==> config.mk <==
export PLATFORM = sky130hd
export DESIGN_NAME = ssmv_ctrl
export DESIGN_NICKNAME = d
export VERILOG_FILES = /design/src/hdl/ssmv_pkg.sv /design/src/hdl/ssmv_ctrl.sv
export SDC_FILE = /design/constraint.sdc
export NUM_CORES = 1
export LEC_CHECK = 0
export ABC_AREA = 1
export BUFFER_PORTS_ARGS = -buffer_cell sky130_fd_sc_hd__buf_4
export CORE_MARGIN = 2
export CORE_UTILIZATION = 51
export DETAILED_ROUTE_END_ITERATION = 10
export PLACE_DENSITY_LB_ADDON = 0.3
export SETUP_SLACK_MARGIN = 0.5
export SLEW_MARGIN = 10
export SYNTH_ARGS = -nofsm -noshare
export SYNTH_HDL_FRONTEND = slang
export SYNTH_SLANG_ARGS = --single-unit
==> constraint.sdc <==
create_clock -name clk -period 1.6 [get_ports clk]
set_clock_uncertainty 0.15 [all_clocks]
set_input_delay 0.24 -clock clk [delete_from_list [all_inputs] [get_ports clk]]
set_output_delay 0.24 -clock clk [all_outputs]
set_load 0.01 [all_outputs]
==> src/hdl/ssmv_pkg.sv <==
// Package for the sample set statistics block: widths, state codes and the
// command and status structs that join the controller to the datapath.
// No dependencies.
`default_nettype none

package ssmv_pkg;

  localparam int STORE_DEPTH = 64;

  // Fixed field widths of the channels.
  localparam int SMP_W      = 32;
  localparam int IN_IDX_W   = 7;
  localparam int TOT_W      = 38;
  localparam int MEAN_W     = 32;
  localparam int VAR_W      = 64;
  localparam int SD_W       = 32;
  localparam int OUT_CNT_W  = 7;
  localparam int STATUS_W   = 2;

  // Widths that follow from the store depth.
  localparam int CNT_W   = $clog2(STORE_DEPTH + 1);
  localparam int ADDR_W  = $clog2(STORE_DEPTH);
  localparam int CMP_W   = (CNT_W > IN_IDX_W) ? CNT_W : IN_IDX_W;
  localparam int ACC_W   = VAR_W + CNT_W;
  localparam int REM_W   = CNT_W + 1;
  localparam int DCNT_W  = $clog2(ACC_W + 1);

  localparam logic [VAR_W-1:0] SQ_BIT_INIT = {2'b01, {(VAR_W-2){1'b0}}};

  localparam logic [STATUS_W-1:0] ST_OK        = 2'd0;
  localparam logic [STATUS_W-1:0] ST_FULL      = 2'd1;
  localparam logic [STATUS_W-1:0] ST_BAD_INDEX = 2'd2;

  typedef enum logic [7:0] {
    S_IDLE  = 8'b0000_0001,
    S_UPD   = 8'b0000_0010,
    S_SUM   = 8'b0000_0100,
    S_MDIV  = 8'b0000_1000,
    S_VPASS = 8'b0001_0000,
    S_VDIV  = 8'b0010_0000,
    S_SQRT  = 8'b0100_0000,
    S_OUT   = 8'b1000_0000
  } ssmv_state_t;

  typedef struct packed {
    logic load;
    logic upd;
    logic pass_start;
    logic pass_var;
    logic div_start;
    logic div_var;
    logic mean_take;
    logic sqrt_start;
    logic out_load;
  } ssmv_cmd_t;

  typedef struct packed {
    logic pass_done;
    logic div_done;
    logic sqrt_done;
  } ssmv_stat_t;

endpackage

`default_nettype wire

==> src/hdl/ssmv_ctrl.sv <==
// Controller of the sample set statistics block: sequences the update, the
// two passes, the two divides and the square root. Depends on ssmv_pkg.
`default_nettype none

module ssmv_ctrl import ssmv_pkg::*; (
  input  logic       clk,
  input  logic       rst_n,
  input  logic       in_valid,
  output logic       in_ready,
  output logic       out_valid,
  input  logic       out_ready,
  input  ssmv_stat_t stat,
  output ssmv_cmd_t  cmd
);

  ssmv_state_t state_r, state_nxt;
  logic        out_valid_r, out_valid_nxt;

  always_comb begin
    state_nxt     = state_r;
    cmd           = '0;
    out_valid_nxt = out_valid_r;
    if (out_valid_r && out_ready) begin
      out_valid_nxt = 1'b0;
    end
    unique case (state_r)
      S_IDLE: begin
        if (in_valid) begin
          cmd.load  = 1'b1;
          state_nxt = S_UPD;
        end
      end
      S_UPD: begin
        cmd.upd        = 1'b1;
        cmd.pass_start = 1'b1;
        state_nxt      = S_SUM;
      end
      S_SUM: begin
        if (stat.pass_done) begin
          cmd.div_start = 1'b1;
          state_nxt     = S_MDIV;
        end
      end
      S_MDIV: begin
        if (stat.div_done) begin
          cmd.mean_take  = 1'b1;
          cmd.pass_start = 1'b1;
          cmd.pass_var   = 1'b1;
          state_nxt      = S_VPASS;
        end
      end
      S_VPASS: begin
        if (stat.pass_done) begin
          cmd.div_start = 1'b1;
          cmd.div_var   = 1'b1;
          state_nxt     = S_VDIV;
        end
      end
      S_VDIV: begin
        if (stat.div_done) begin
          cmd.sqrt_start = 1'b1;
          state_nxt      = S_SQRT;
        end
      end
      S_SQRT: begin
        if (stat.sqrt_done) begin
          state_nxt = S_OUT;
        end
      end
      S_OUT: begin
        // The previous result must have been taken before it is replaced.
        if (!out_valid_r || out_ready) begin
          cmd.out_load  = 1'b1;
          out_valid_nxt = 1'b1;
          state_nxt     = S_IDLE;
        end
      end
      default: begin
        state_nxt = S_IDLE;
      end
    endcase
  end

  always_ff @(posedge clk) begin
    if (!rst_n) begin
      state_r     <= S_IDLE;
      out_valid_r <= 1'b0;
    end else begin
      state_r     <= state_nxt;
      out_valid_r <= out_valid_nxt;
    end
  end

  assign in_ready  = (state_r == S_IDLE);
  assign out_valid = out_valid_r;

  a_load_only_idle: assert property (@(posedge clk) disable iff (!rst_n)
    cmd.load |=> state_r == S_UPD)
    else $error("item taken outside idle");

  a_out_after_sqrt: assert property (@(posedge clk) disable iff (!rst_n)
    state_r == S_OUT |-> $past(state_r) == S_SQRT || $past(state_r) == S_OUT)
    else $error("result stage entered out of order");

  a_no_overwrite: assert property (@(posedge clk) disable iff (!rst_n)
    out_valid_r && !out_ready |=> out_valid_r)
    else $error("pending result dropped");

endmodule

`default_nettype wire

==> summary by stage, run 1 <==
Synth
The mapped netlist covers around 700 um2. The share of synthesized area in the top cell type comes to 25.0%. The mean post-synth cell area is around 6.1 um2. The synthesized design spends more area on one cell type than any other, namely dfxtp_1.

The total nets after synthesis is between 100 and 150. Yosys mapped the design onto 18 distinct sky130hd cell types. Among all cell types in the netlist, the one instantiated most often is nor2_1. The main flop type after synthesis is dfxtp_1. By count the netlist is led by nor2_1, nand2_1, inv_1. The sequential element share of the synthesized area is between 20% and 30%. The number of warnings printed during yosys synthesis is 0. Of the total synthesized cell area, the portion taken by full adders, half adders and majority gates is 0%.

Synthesis inferred 9 register bits. The XOR/XNOR share of the synthesized area is 0%. The combinational family with the most area after synthesis is simple AND/OR/NAND/NOR gates.

In the synthesized netlist, the number of instances is roughly 120. Sorting the synthesized cells by area gives the leading types as dfxtp_1, nor2_1, nand2_1. The post-synthesis compound-gate area fraction is roughly 2.1%. After synthesis, the share of cell area in mux cells is 0%.

The count of flip-flops with a built-in enable after synthesis is 0. The post-synthesis async set-or-reset flop share is 0%. The synthesized-area fraction occupied by and/or/nand/nor cells is ~60%.

CTS
The CTS root buffer is clkbuf_4. The largest buffer count on any clock path is 2. The H-tree depth is 1. The clock buffer count from CTS is 3. For this design, the sink count on the clock tree is 9.

TritonCTS built the clock tree. At the later pin of the worst-skew pair, clock insertion delay measures 0.28 ns. After clock tree synthesis, the clock-pin slew on the worst setup and hold paths is roughly 0.070 ns.

Pwr
Registers are responsible for ~16% of the overall power. Of the total power, the share spent switching nets is 53.0%. The cell-internal power is between 1000 and 1500 uW.

The fraction of power consumed by combinational cells is 77.2%. The clock network power share is between 6 and 7%. The peak supply drop is approximately 0.0019 V.

Summed over all nets, the switching power comes to 1570 uW. Summed over all cells, the static leakage comes to 0.000645 uW. For this design the ratio of total power to cell area is around 2500 nW/um2.

Timing
The count of final max-slew check failures was 0. The measured slew at the worst slew-check pin is just over 0.3 ns. Setup repair after global routing could not meet its margin everywhere. The relative slew slack is slightly below 80%. The final critical path takes up 111% of the cycle. Setup violations remaining at the end of the flow were counted as 17. In the final timing run, aggregate negative setup slack is -1.41 ns. In the post-route analysis, the smallest setup slack over all paths is -0.183 ns. The number of failing hold endpoints at the final stage is 0. The maximum clock frequency is between 0.5 and 0.6 GHz. The clock period minus worst slack is 1.78 ns.

Critical path
The arrival time reported for the critical path endpoint is around 1.4 ns. The endpoint kind of the worst setup timing path is an output port. For the worst setup path, the data required time is around 1.2 ns.

The highest fanout seen on the critical path is 4. The critical path in this run is classified as reg -> out. The worst setup path is launched from a register.

The worst reg-to-reg path cell count is 10.

Hold path
The cell depth of the worst hold path is 2. The path class of the tightest hold or removal check is in -> reg.

GRT
Summed over all layers, the global routing overflow is 0. Global routing used just under 30% of the available tracks. The pin count of the biggest net entering global routing is 9. The wire length of the first global-routing pass is approximately 3.8 mm.

The number of global-route vias before repair is 856. The initial antenna violation count is 0.

Routing
After detailed routing, the number of vias per cell comes to approximately 5.8. The routed design has around 3.0 mm of wire. The first TritonRoute pass finished after 4 iterations.

Once detail routing completed, the nets flagged for antenna violations numbered 0. In this run, the number of DRC markers left after iteration 0 of detailed routing was ~110. In the final routed layout, each cell accounts on average for ~18 um. The routed layout has between 900 and 1000 vias.

After detailed routing, the number of remaining DRC violations is 0.

Final layout
The net count of the finished layout is between 150 and 200. The area added between synthesis and finish is 65.6%. The layout cell share with drive strength beyond 1 is between 60 and 70%. Cells fill 90.6% of the core in the end. The non-filler instance count after layout is approximately 170. The number of antenna repair diodes is 0.

Floorplanning
From left edge to right edge, the die measures 41.6 um. After floorplanning, the core was sized to cover between 1000 and 1500 um2. In this run the count of I/O pins placed on the die edge is 18.

The total number of placement rows is 13. The die boundary height is about 42 um. The area enclosed by the die boundary is roughly 1700 um2. For this configuration, the core starts out at a cell density of 54.7%.

Run status
The checks that failed: setup timing. The run finished, with violations left.

Run
Across the run, the number of max-cap violations was 0.

Placement
The estimated wirelength of the detail-placed design is between 1 and 1.5 mm. Counting tap cells, the placed design contains a total of 149 instances. The final weighted congestion in routability-driven placement is 0.909. The number of buffers inserted by port buffering is 17.
cell type report:
class                   instances  area (um2)
clock buffers                   4        26.3
fillers                        52         124
inverters                      20        80.1
multi-input cells              88         616
flip-flops and latches          9         198
well taps                      15        18.8
repair buffers                 31         255
through the flow:
stage	setup slack (ns)	hold WS [ns]	cell area, um2	total power, uW
after CTS	-0.0775	0.0699	1120	2410
after detailed placement	0.141	0.342	908	1750
final	-0.183	0.0815	1190	2970
after floorplan	0.278	0.293	781	1450
after global routing	-0.221	0.0567	1190	3120
after global placement	0.151	0.330	908	1720
registers in the layout, summed over array words and instances, names as in the netlist:
register	cells
state_r	8
out_valid	1
power by group through the flow:
stage | Sequential [uW] | Combinational [uW] | Clock (uW)
after floorplan | 401 | 1040 | 0
after global placement | 409 | 1310 | 0
after detailed placement | 415 | 1330 | 0
after CTS | 425 | 1800 | 184
after global routing | 485 | 2410 | 222
final | 480 | 2290 | 196
placed cells by master, fill, tap and decap left out, types with 4 or more instances in the layout:
cell	synthesis	final
inv_1	17	9
nand3_2	2	6
nor2_1	28	13
nand2_2	5	13
nand2_1	26	16
nor2_4	2	12
nand3_1	13	8
nor2_2	2	7
dfxtp_2	0	5
buf_4	2	25
buf_6	0	6
nand2_4	2	4
inv_2	3	9
worst max-delay path, cell delays in order (launching register included):
cell and delay (ns):
dfxtp_4 0.37, inv_1 0.11, nand2_2 0.10, nor2_2 0.18, nand2_2 0.13, nor2_1 0.11
buf_4 0.13
repair_timing:
| action | 4_1_cts | 5_1_grt |
|---|---|---|
| hold buffers | 0 | 0 |
| pin swaps | 15 | 11 |
| setup buffers | 11 | 3 |
| resized for setup | 31 | 19 |
| setup endpoints to repair | 20 | 20 |
per-layer routing:
| metal | wire [um] | track usage, % | vias to the layer above |
|---|---|---|---|
| li1 | - | - | 428 |
| met1 | 1070 | 31.3 | 419 |
| met2 | 1430 | 50.3 | 96 |
| met3 | 317 | 8.26 | 24 |
| met4 | 189 | 21.9 | 0 |
| met5 | 0 | 0 | - |
worst paths after layout:
path                                start                      end  slack, ns
hold reg to reg   state_r[7]$_SDFFE_PN0P_  state_r[7]$_SDFFE_PN0P_       0.39
hold / removal                      rst_n  state_r[0]$_SDFFE_PN1P_       0.08
setup reg to reg  state_r[7]$_SDFFE_PN0P_  state_r[4]$_SDFFE_PN0P_      -0.07
setup / recovery  state_r[7]$_SDFFE_PN0P_                   cmd[1]      -0.18
cell families after synthesis:
logic type	count (synthesis)
and+or+nand+nor	85
AOI/OAI and AO/OA	3
buffers and inverters	22
DFF	9
Power figures use the tool's default switching activity.
==> run 2: changes to the inputs <==
- SETUP_SLACK_MARGIN: 0.5 -> 0.05
==> run 2 against run 1 <==
- the run still ends with setup timing left
- register-to-register slack gained 0.05 ns
- final area shrank 7.1%
- cell count decreased by 1.2%
- non-clock buffer count down 2
- via count is 6.7% lower
- setup slack better by 0.025 ns
- first-iteration DRC count down 67%
- power decreased by 15%
- sequential share of layout area grew 1.2 points
- die area stayed put
- global-route usage fell by 2.2 points
==> summary by stage, run 2 (synthesis gave the netlist of run 1 again) <==
Floorplanning
The placeable core region was 1320 um2 (unchanged). The area enclosed by the die boundary is 1730 um2 (unchanged). The total number of placement rows is 13 (unchanged). The die boundary height is 41.6 um (unchanged). The initial cell density of the core was 54.7% (unchanged). The total I/O pin count is 18 (unchanged). The die width is 41.6 um (unchanged).

Final layout
Leaving out fill and tap cells, the most frequent cell in the layout is buf_4. The layout filler cell count is 81 (+56%). The area added between synthesis and finish is 53.8%.

The storage element area is 196 um2 (-0.63%). The multi-input logic area was 559 um2 (-9.1%). state_r holds more flip-flops than any other register. The layout cell share with drive strength beyond 1 is 57.3% (-9.1 points). In the layout the commonest cells are buf_4, nand2_1, nor2_1, nand3_1.

The number of antenna repair diodes is 0 (unchanged). The net count of the finished layout is 158 (-1.3%). The flip-flop count of the largest register after layout is 8 (unchanged).

Critical path
The endpoint kind of the worst setup timing path is an output port. STA classifies the critical path startpoint as a register. The data required time of the worst path is 1.21 ns (about the same). The critical path in this run is classified as reg -> out. The arrival time reported for the critical path endpoint is 1.37 ns (-0.02 ns). The highest fanout seen on the critical path is 6 (+2).

CTS
TritonCTS built the clock tree. The CTS root buffer is clkbuf_4. The number of clock sinks seen by CTS is 9 (unchanged). The CTS clock-pin slew for the worst setup and hold paths is 0.06 ns (about the same). The H-tree depth was 1 (unchanged). The insertion delay of the later-clocked pin in the worst-skew pair is 0.27 ns (about the same).

The clock buffer count from CTS was 3 (unchanged). The largest buffer count on any clock path is 2 (unchanged).

Timing
The count of final max-slew check failures is 0 (unchanged). The final number of setup-violating endpoints came to 13 (-4). The number of failing hold endpoints at the final stage was 0 (unchanged).

Setup repair after global routing could not meet its margin everywhere. The measured slew at the worst slew-check pin was 0.292 ns (-0.0179 ns). The slack of the critical path was -0.158 ns (+0.0255 ns). The maximum clock frequency was 0.569 GHz (+1.4%). The worst slack on hold paths is 0.0685 ns (-0.0131 ns). The relative slew slack was 80.4% (+1.1 points). The final period utilization is 110% (-1.6 points). The clock period minus worst slack was 1.76 ns (-0.0255 ns).

Placement
The estimated wirelength of the detail-placed design is 1.38 mm (-0.21%). The post-place setup slack was 0.0729 ns (-0.0683 ns). The final weighted congestion in routability-driven placement was 0.887 (-2.4%).

The number of buffers inserted by port buffering is 17 (unchanged).

Routing
The via count normalized by instance count is 5.47 (-5.6%). The routed wire length is 2.42 mm (-19%). The post-route DRC violation count is 0 (unchanged). The count of antenna-violating nets left after detailed routing is 0 (unchanged).

The per-cell routed wire length came to 14.7 um (-18%). The total number of vias was 902 (-6.7%). The iteration count of the initial detailed-routing pass was 4 (unchanged).

The count of routing violations after the opening detailed-route iteration is 35 (-67%).

Hold path
The min-delay analysis places its worst path in the category in -> reg.

GRT
The initial antenna violation count is 0 (unchanged). The fraction of met2 tracks used by global routing is 47.5% (-2.8 points). The global-route track usage on met1 is 31.1% (-0.19 points). The total grt overflow is 0 (unchanged). The highest-utilization routing layer at the global route stage is met2. The global routing usage summed across all routing layers was 27.6% (-2.2 points). The met3 usage is 4.35% (-3.9 points). The pin count of the biggest net entering global routing is 9 (unchanged). The number of global-route vias before repair came to 861 (+0.58%). The wire length of the first global-routing pass was 3.61 mm (-5.6%).

Pwr
The static leakage is 0.000629 uW (-2.4%). The peak supply drop is 0.00135 V (-28%). The total power divided by cell area was 2280 nW/um2 (-8.4%).

Run status
The checks that failed: setup timing. The run finished, with violations left.

Run
The max-cap check violation count is 0 (unchanged).
run 2: cell count changes in the layout (fill, tap and decap cells not counted), moves of 2 or more:
cell and change:
nand3_1 +3, nand2_2 -5, buf_6 -4, nand2_1 +4, buf_4 +2, nor2_4 -3, nor2_1 +4, nand3_2 -2
run 2: final cells by class:
type / count / area share (%)
Clock buffer: 4 / 2.37
Multi-Input combinational cell: 88 / 50.5
Timing Repair Buffer: 29 / 20.3
Sequential cell: 9 / 17.7
Tap cell: 15 / 1.69
Inverter: 20 / 7.45
run 2: final timing paths:
kind / start / end / slack, ns / cells past startpoint
max: state_r[0]$_SDFFE_PN1P_ / cmd[0] / -0.16 / 6
min: rst_n / state_r[0]$_SDFFE_PN1P_ / 0.07 / 2
max reg2reg: state_r[7]$_SDFFE_PN0P_ / state_r[4]$_SDFFE_PN0P_ / -0.02 / 12
min reg2reg: state_r[7]$_SDFFE_PN0P_ / state_r[7]$_SDFFE_PN0P_ / 0.39 / 2
run 2: report_power, final:
group          leakage (uW)  internal [uW]  switching [uW]
combinational      0.000537            796            1080
clock             0.0000150           96.4            84.0
sequential        0.0000775            343             127
run 2: critical path, stage by stage (launching register included):
cell and delay (ns):
dfxtp_1 0.30, inv_2 0.09, nand2_4 0.11, nor2_8 0.16, nand2_1 0.11, nor2_1 0.17, buf_4 0.15
run 2: per-layer routing:
metal  wire, um  up-vias
met2       1210       55
met4         91        0
met3        202       12
met5          0        -
met1        918      412
li1           -      423
run 2: what timing repair did:
action / 4_1_cts / 5_1_grt
gates resized for setup: 33 / 22
hold buffers: 0 / 0
setup buffers: 8 / 4
pin swaps: 14 / 10
endpoints found under the setup margin: 10 / 17
run 2: per-stage QoR:
step	util, %	total power (uW)	TNS, ns	instance area [um2]	instances
3_3_place_gp	64.7	1600	0	852	149
3_5_place_dp	64.7	1630	0	852	149
5_1_grt	84.1	2720	-1.92	1110	165
6_report	84.1	2520	-0.769	1110	165
4_1_cts	77.3	2180	-0.301	1020	161
2_1_floorplan	-	1320	0	721	119
